$ cat src/rtl/lipkp_pkg.sv
package lipkp_pkg;

  // Field and register widths.
  localparam int KEY_W       = 8;
  localparam int OP_W        = 2;
  localparam int CFG_W       = 16;
  localparam int CFG_IDX_W   = 2;
  localparam int MAX_RESULTS = 4;
  localparam int CNT_W       = $clog2(MAX_RESULTS);

  // Input opcodes. The fourth code is ignored by the block.
  typedef enum logic [OP_W-1:0] {
    OP_KEY     = 2'd0,
    OP_ENABLE  = 2'd1,
    OP_DISABLE = 2'd2
  } op_t;

  // Which key of a pair is active downstream.
  typedef enum logic [1:0] {
    SEL_NONE   = 2'd0,
    SEL_FIRST  = 2'd1,
    SEL_SECOND = 2'd2
  } sel_t;

  // One result item without its framing bits.
  typedef struct packed {
    logic             act_valid;
    logic [KEY_W-1:0] key;
    logic             release_key;
  } result_t;

  // All results caused by one input item, packed from slot zero upward.
  typedef struct packed {
    result_t [MAX_RESULTS-1:0] res;
    logic    [CNT_W-1:0]       cnt_m1;
    logic                      pass;
  } bundle_t;

endpackage

$ cat src/rtl/lipkp_engine.sv
module lipkp_engine #(
  parameter int NUM_PAIRS = 4
) (
  input  logic                          clk,
  input  logic                          rst,
  input  logic                          cfg_write_en,
  input  logic [lipkp_pkg::CFG_IDX_W-1:0] cfg_index,
  input  logic [lipkp_pkg::CFG_W-1:0]     cfg_data,
  input  logic                          fire,
  input  logic [lipkp_pkg::OP_W-1:0]      opcode,
  input  logic [lipkp_pkg::KEY_W-1:0]     key_code,
  input  logic                          key_released,
  output lipkp_pkg::bundle_t            bundle
);
  import lipkp_pkg::*;

  localparam int PW = (NUM_PAIRS > 1) ? $clog2(NUM_PAIRS) : 1;

  // Pair configuration and per-pair tracking state.
  logic [CFG_W-1:0]     pair_cfg [NUM_PAIRS];
  logic                 enabled;
  logic                 enabled_next;
  logic [NUM_PAIRS-1:0] first_held;
  logic [NUM_PAIRS-1:0] first_held_next;
  logic [NUM_PAIRS-1:0] second_held;
  logic [NUM_PAIRS-1:0] second_held_next;
  sel_t                 active [NUM_PAIRS];
  sel_t                 active_next [NUM_PAIRS];

  // Pair decode.
  logic [KEY_W-1:0]     key_a [NUM_PAIRS];
  logic [KEY_W-1:0]     key_b [NUM_PAIRS];
  logic [NUM_PAIRS-1:0] used;

  always_comb begin
    for (int p = 0; p < NUM_PAIRS; p++) begin
      key_a[p] = pair_cfg[p][KEY_W-1:0];
      key_b[p] = pair_cfg[p][2*KEY_W-1:KEY_W];
      used[p]  = (key_a[p] != '0) && (key_b[p] != '0) && (key_a[p] != key_b[p]);
    end
  end

  // The lowest-numbered pair that holds the key wins.
  logic          found;
  logic [PW-1:0] hit;

  always_comb begin
    found = 1'b0;
    hit   = '0;
    for (int p = 0; p < NUM_PAIRS; p++) begin
      if (!found && used[p] && ((key_a[p] == key_code) || (key_b[p] == key_code))) begin
        found = 1'b1;
        hit   = PW'(p);
      end
    end
  end

  // Per-item decision: next state and the packed list of results.
  logic             is_first;
  logic             this_held;
  logic             other_held;
  logic [KEY_W-1:0] other_key;
  logic [KEY_W-1:0] act_key;
  sel_t             mine;
  sel_t             theirs;
  sel_t             act;
  logic [CNT_W:0]   n;

  always_comb begin
    enabled_next     = enabled;
    first_held_next  = first_held;
    second_held_next = second_held;
    for (int p = 0; p < NUM_PAIRS; p++) begin
      active_next[p] = active[p];
    end
    bundle     = '0;
    n          = '0;

    is_first   = (key_code == key_a[hit]);
    this_held  = is_first ? first_held[hit] : second_held[hit];
    other_held = is_first ? second_held[hit] : first_held[hit];
    other_key  = is_first ? key_b[hit] : key_a[hit];
    mine       = is_first ? SEL_FIRST : SEL_SECOND;
    theirs     = is_first ? SEL_SECOND : SEL_FIRST;
    act        = active[hit];
    act_key    = (act == SEL_FIRST) ? key_a[hit] : key_b[hit];

    unique case (opcode)
      OP_ENABLE: begin
        if (!enabled) begin
          enabled_next     = 1'b1;
          first_held_next  = '0;
          second_held_next = '0;
          for (int p = 0; p < NUM_PAIRS; p++) begin
            active_next[p] = SEL_NONE;
          end
        end
      end
      OP_DISABLE: begin
        if (enabled) begin
          enabled_next     = 1'b0;
          first_held_next  = '0;
          second_held_next = '0;
          // One key-up for each active key, in pair order.
          for (int p = 0; p < NUM_PAIRS; p++) begin
            active_next[p] = SEL_NONE;
            if (active[p] == SEL_FIRST || active[p] == SEL_SECOND) begin
              bundle.res[n[CNT_W-1:0]].act_valid   = 1'b1;
              bundle.res[n[CNT_W-1:0]].key         =
                (active[p] == SEL_FIRST) ? key_a[p] : key_b[p];
              bundle.res[n[CNT_W-1:0]].release_key = 1'b1;
              n = n + 1'b1;
            end
          end
        end
      end
      OP_KEY: begin
        if (!enabled || !found) begin
          bundle.pass = 1'b1;
        end else if (!key_released) begin
          // Press: release the active partner, then press this key.
          if (!this_held) begin
            if (is_first) begin
              first_held_next[hit] = 1'b1;
            end else begin
              second_held_next[hit] = 1'b1;
            end
            if (act != mine) begin
              if (act != SEL_NONE) begin
                bundle.res[0].act_valid   = 1'b1;
                bundle.res[0].key         = act_key;
                bundle.res[0].release_key = 1'b1;
                n = n + 1'b1;
              end
              bundle.res[n[CNT_W-1:0]].act_valid   = 1'b1;
              bundle.res[n[CNT_W-1:0]].key         = key_code;
              bundle.res[n[CNT_W-1:0]].release_key = 1'b0;
              n = n + 1'b1;
              active_next[hit] = mine;
            end
          end
        end else begin
          // Release: only the active key produces actions.
          if (is_first) begin
            first_held_next[hit] = 1'b0;
          end else begin
            second_held_next[hit] = 1'b0;
          end
          if (act == mine) begin
            bundle.res[0].act_valid   = 1'b1;
            bundle.res[0].key         = key_code;
            bundle.res[0].release_key = 1'b1;
            n = n + 1'b1;
            active_next[hit] = SEL_NONE;
            if (other_held) begin
              bundle.res[1].act_valid   = 1'b1;
              bundle.res[1].key         = other_key;
              bundle.res[1].release_key = 1'b0;
              n = n + 1'b1;
              active_next[hit] = theirs;
            end
          end
        end
      end
      default: begin
      end
    endcase

    bundle.cnt_m1 = (n == '0) ? '0 : CNT_W'(n - 1'b1);
  end

  // State registers. A pair write clears that pair's tracking state.
  always_ff @(posedge clk) begin
    if (rst) begin
      enabled     <= 1'b1;
      first_held  <= '0;
      second_held <= '0;
      for (int p = 0; p < NUM_PAIRS; p++) begin
        pair_cfg[p] <= '0;
        active[p]   <= SEL_NONE;
      end
    end else if (cfg_write_en) begin
      if (int'(cfg_index) < NUM_PAIRS) begin
        pair_cfg[cfg_index[PW-1:0]]    <= cfg_data;
        first_held[cfg_index[PW-1:0]]  <= 1'b0;
        second_held[cfg_index[PW-1:0]] <= 1'b0;
        active[cfg_index[PW-1:0]]      <= SEL_NONE;
      end
    end else if (fire) begin
      enabled     <= enabled_next;
      first_held  <= first_held_next;
      second_held <= second_held_next;
      for (int p = 0; p < NUM_PAIRS; p++) begin
        active[p] <= active_next[p];
      end
    end
  end

endmodule

$ cat src/rtl/last_input_priority_key_pairs.sv
// Opposing-key cleaner with last-input priority. Each input item is taken into
// an input register and decided against the pair state; all of its results are
// loaded at once into an output register that hands them out one per cycle
// while out_ready is high, the last one marked by last_result. An item has one
// result for an ignored, swallowed or passed-through event or for enable, up to
// two for a key event, and up to NUM_PAIRS for disable. An item waits in the
// input register while the output register holds results of the previous
// item, and a new item is taken while that item's final result is delivered;
// its first result is presented once it has passed both registers. The user
// must write pair registers only while the block is idle; the block does not
// enforce this. A write clears that pair's tracking state without any action.
module last_input_priority_key_pairs #(
  parameter int NUM_PAIRS = 4
) (
  input  logic                            clk,
  input  logic                            rst,
  input  logic                            cfg_write_en,
  input  logic [lipkp_pkg::CFG_IDX_W-1:0] cfg_index,
  input  logic [lipkp_pkg::CFG_W-1:0]     cfg_data,
  input  logic                            in_valid,
  output logic                            in_ready,
  input  logic [lipkp_pkg::OP_W-1:0]      opcode,
  input  logic [lipkp_pkg::KEY_W-1:0]     key_code,
  input  logic                            key_released,
  output logic                            out_valid,
  input  logic                            out_ready,
  output logic                            action_valid,
  output logic [lipkp_pkg::KEY_W-1:0]     action_key,
  output logic                            action_release,
  output logic                            pass_original,
  output logic                            last_result
);
  import lipkp_pkg::*;

  // Input register.
  logic             s1_valid;
  logic [OP_W-1:0]  s1_op;
  logic [KEY_W-1:0] s1_key;
  logic             s1_rel;

  // Output register holding the remaining results of one item.
  logic                      bnd_valid;
  result_t [MAX_RESULTS-1:0] bnd_res;
  logic [CNT_W-1:0]          bnd_rem_m1;
  logic                      bnd_pass;

  bundle_t eng_bundle;
  logic    out_fire;
  logic    bnd_free;
  logic    eng_fire;

  assign out_fire = bnd_valid && out_ready;
  assign bnd_free = !bnd_valid || (out_fire && (bnd_rem_m1 == '0));
  assign eng_fire = s1_valid && bnd_free;
  assign in_ready = !s1_valid || eng_fire;

  lipkp_engine #(
    .NUM_PAIRS(NUM_PAIRS)
  ) u_engine (
    .clk          (clk),
    .rst          (rst),
    .cfg_write_en (cfg_write_en),
    .cfg_index    (cfg_index),
    .cfg_data     (cfg_data),
    .fire         (eng_fire),
    .opcode       (s1_op),
    .key_code     (s1_key),
    .key_released (s1_rel),
    .bundle       (eng_bundle)
  );

  // Input stage control.
  always_ff @(posedge clk) begin
    if (rst) begin
      s1_valid <= 1'b0;
    end else if (in_valid && in_ready) begin
      s1_valid <= 1'b1;
    end else if (eng_fire) begin
      s1_valid <= 1'b0;
    end
  end

  // Input stage payload.
  always_ff @(posedge clk) begin
    if (in_valid && in_ready) begin
      s1_op  <= opcode;
      s1_key <= key_code;
      s1_rel <= key_released;
    end
  end

  // Output stage control.
  always_ff @(posedge clk) begin
    if (rst) begin
      bnd_valid  <= 1'b0;
      bnd_rem_m1 <= '0;
    end else if (eng_fire) begin
      bnd_valid  <= 1'b1;
      bnd_rem_m1 <= eng_bundle.cnt_m1;
    end else if (out_fire) begin
      bnd_valid  <= (bnd_rem_m1 != '0);
      bnd_rem_m1 <= bnd_rem_m1 - 1'b1;
    end
  end

  // Output stage payload: results shift toward slot zero as they leave.
  always_ff @(posedge clk) begin
    if (eng_fire) begin
      bnd_res  <= eng_bundle.res;
      bnd_pass <= eng_bundle.pass;
    end else if (out_fire) begin
      bnd_res <= bnd_res >> $bits(result_t);
    end
  end

  assign out_valid      = bnd_valid;
  assign action_valid   = bnd_res[0].act_valid;
  assign action_key     = bnd_res[0].key;
  assign action_release = bnd_res[0].release_key;
  assign pass_original  = bnd_pass;
  assign last_result    = (bnd_rem_m1 == '0);

  // Only the final result of an item may be empty.
  a_inner_has_action: assert property (@(posedge clk) disable iff (rst)
    out_valid && !last_result |-> action_valid)
    else $error("non-final result carries no action");

  // A passed-through event is a single result with no action.
  a_pass_alone: assert property (@(posedge clk) disable iff (rst)
    out_valid && pass_original |-> last_result && !action_valid)
    else $error("pass-through result is not a lone empty result");

  // After a non-final result leaves, the rest of the item follows.
  a_more_follows: assert property (@(posedge clk) disable iff (rst)
    out_valid && out_ready && !last_result |=> out_valid)
    else $error("results of an item were cut short");

endmodule
$ cat config.mk
export PLATFORM = sky130hd
export DESIGN_NAME = last_input_priority_key_pairs
export DESIGN_NICKNAME = d
export VERILOG_FILES = /design/src/rtl/lipkp_pkg.sv /design/src/rtl/lipkp_engine.sv /design/src/rtl/last_input_priority_key_pairs.sv
export SDC_FILE = /design/constraint.sdc
export NUM_CORES = 1
export LEC_CHECK = 0
export BUFFER_PORTS_ARGS = -buffer_cell sky130_fd_sc_hd__buf_2
export CORE_AREA = 2 2 138 140
export DETAILED_ROUTE_END_ITERATION = 8
export DIE_AREA = 0 0 140 142
export GPL_TIMING_DRIVEN = 0
export PLACE_DENSITY = 0.76
export SLEW_MARGIN = 40
export SYNTH_ARGS = -nofsm -noshare
export SYNTH_HDL_FRONTEND = slang
export SYNTH_SLANG_ARGS = --single-unit
$ cat constraint.sdc
create_clock -name clk -period 13.47 [get_ports clk]
set_input_delay 2.0205 -clock clk [delete_from_list [all_inputs] [get_ports clk]]
set_output_delay 2.0205 -clock clk [all_outputs]
set_load 0.01 [all_outputs]
==> results_dict.tcl <==
set metrics [dict create \
    period_share_pct 42.0 \
    drt-pass1-iter-count 9 \
    dp.final_hpwl_microns 23800 \
    cp_max_fo 10 \
    yosys-top-cells-area "edfxtp_1, xnor2_1, nor2_1" \
    min_path_cells 1 \
    postCtsSetupBuffers 0 \
    rows 50 \
    final_hold_viol_count 0 \
    timing.slew.headroom_pct 41.8 \
    syn_to_final_growth_pct 12.1 \
    r2r_cells 16 \
    grt_use_total_pct 32.6 \
    ant_nets 0 \
    syn-cell-area_sq_um 9620 \
    first_iter_violations 1024 \
    synth_cell_types 72 \
    grt_first_pass_wirelength_microns 49000 \
    grt_use_met2_pct 52.9 \
    place.gp.congestion 1.05 \
    ctsHoldBuffers 0 \
    post-route-worst-setup-slack_ps 7820 \
    regArea_sq_um 3840 \
    synth.most_common_cell "nor2_1" \
    dieHeight_microns 142 \
    yosys_warnings 0 \
    cts-root-buf "clkbuf_16" \
    dieArea_sq_um 19900 \
    place_ws_ps 7940 \
    path_class "reg -> reg" \
    drc_errors 1 \
    grt_pass1_vias 8472 \
    powerDensity_nw_per_um2 108 \
    vias 8886 \
    finalSetupViolCount 0 \
    wl_per_cell_microns 22.6 \
    grt_overflow 0 \
    maxCapViolCount 0 \
    use_met1_pct 43.7 \
    ys_seq_elements 135 \
    avgSynthCellArea_sq_um 8.89 \
    syn_nets 1134 \
    fp.coreArea_sq_um 18500 \
    ys.flop_type "edfxtp_1" \
    clk_pin_slew_ps 60 \
    period_minus_slack_ps 5650 \
    start_util_pct 52.1 \
    drive_gt1_share_pct 12.8 \
    cts_tree "yes" \
    synth.top_cells.by_count "nor2_1, edfxtp_1, nand2_1" \
    finalMaxSlewViolations 0 \
    cp.arrival_ps 5920 \
    max_freq_ghz 0.177 \
    skew_ps 11.9 \
    synth_top_area_cell "edfxtp_1" \
    violations "design-rule violations" \
    fp.dieW_microns 140 \
    cp-end-kind "flip-flop" \
    ios 48 \
    synth_edf_count 114 \
    vias_per_cell 6.37 \
    met3_usage_pct 5.18 \
    fillCellCount 1644 \
    synthArstFlopShare_pct 0 \
    antenna_found_initial 0 \
    rsz0062_at_grt "false" \
    grt_max_degree 43 \
    vdd_ir_drop_max_mv 0.0866 \
    fin_tns_setup_ps 0 \
    static-leakage-power_nw 3.81 \
    ctsHtreeMaxLevel 4 \
    yosysTopAreaCellShare_pct 35.6 \
    multi_input_area_sq_um 5280 \
    status "finished, violations left" \
    io_buffers 47 \
    syn_inst 1083 \
    cp.required_ps 13740 \
    wirelength_microns 31600 \
    min_path_type "reg -> reg" \
    cts_num_sinks 135 \
    worst_slew_pin_slew_ps 873 \
    cts_buffer_depth 2 \
    cts_inserted_buffers 17 \
    nets 1200 \
    clock_latency_ps 440 \
    yosysSeqAreaShare_pct 39.9 \
    busiest_layer "met2" \
    startpoint_type "flip-flop" \
    cts_resized 0 \
    n_antenna_cell 0 \
]
[registers in the layout, summed over array words and instances (netlist names), 2 cells and up]
name,cells
bnd_res,28
s1_op,2
u_engine.pair_cfg,64
u_engine.second_held,4
action_key,8
u_engine.active,8
s1_key,8
u_engine.first_held,4
bnd_rem_m1,2
[layer usage]
layer  routed length (microns)  part of all wire [%]  vias up
met3                      2690                   8.5       80
met2                     14700                    46      515
met5                         0                     0        -
met1                     13000                    41     4207
met4                      1190                   3.8        0
li1                          -                     -     4084
[final timing paths]
| check | from | endpoint | slack, ps |
|---|---|---|---|
| worst min-delay path | u_engine.active[3][1] | u_engine.active[3][1] | 470 |
| worst min register to register | u_engine.active[3][1] | u_engine.active[3][1] | 470 |
| worst max-delay path | s1_key[2] | bnd_res[13] | 7820 |
| worst max register to register | s1_key[2] | bnd_res[13] | 7820 |
[layout by cell type (no fill, tap or decap), types with 12 or more instances in the layout]
cell,n
nor2_1,124
edfxtp_1,114
nand2_1,111
a21oi_1,83
xnor2_1,68
o21ai_0,52
buf_2,51
inv_1,48
clkbuf_1,48
xor2_1,33
nor3_1,33
a22oi_1,31
nor4_1,30
mux2i_1,27
mux2_2,25
dfxtp_1,21
a211oi_1,18
nand4_1,17
clkbuf_16,17
ha_1,16
nand3_1,15
buf_4,12
o22ai_1,12
[final cells by class]
class	count	share of cell area (%)
Inverter	50	1.74
Clock inverter	15	1.53
Buffer	76	3.39
Sequential cell	135	35.6
Timing Repair Buffer	47	2.18
Clock buffer	17	3.94
Multi-Input combinational cell	822	48.9
Tap cell	234	2.71
[kinds of logic (layout without fill, tap and decap cells)]
family          after synthesis  in the layout  synth area share, %
buf+inv                     126            205                 5.75
mux                          54             54                 6.09
flops                       135            135                 39.9
compound gates              273            273                 18.7
xor+xnor                    101            101                 9.19
fa+ha+maj                    17             17                 2.29
simple gates                377            377                 18.0
[metrics by stage]
| step | hold WS [ps] | utilization, % | std cells | power [mW] | area, sq um |
|---|---|---|---|---|---|
| final | 469 | 58.5 | 1396 | 1.17 | 10800 |
| after detailed placement | 447 | 55.2 | 1364 | 0.698 | 10200 |
| after floorplan | 432 | - | 1083 | 0.633 | 9620 |
| after global placement | 446 | 55.0 | 1364 | 0.693 | 10200 |
| after global routing | 486 | 58.5 | 1396 | 1.20 | 10800 |
| after CTS | 467 | 58.4 | 1396 | 1.17 | 10800 |
[power by group]
part	leakage [nW]	internal [mW]	switching [mW]
clock network	0.285	0.276	0.197
registers	1.29	0.484	0.0413
logic	2.23	0.0655	0.106
total	3.81	0.825	0.345
[critical path, cell delays in order, from the launching register on]
cell and delay [ps]:
edfxtp_1 360, buf_2 390, xnor2_1 180, nand4_1 150, o22ai_1 590, nand2_1 220, clkbuf_1 310, a22oi_1 300
o221ai_1 290, xnor2_1 200, nor3_1 490, and2_1 230, buf_6 150, mux4_2 610, nor3_2 640, a21oi_1 170
o21ai_0 210
Note: power is estimated with default switching activity, not from simulation.
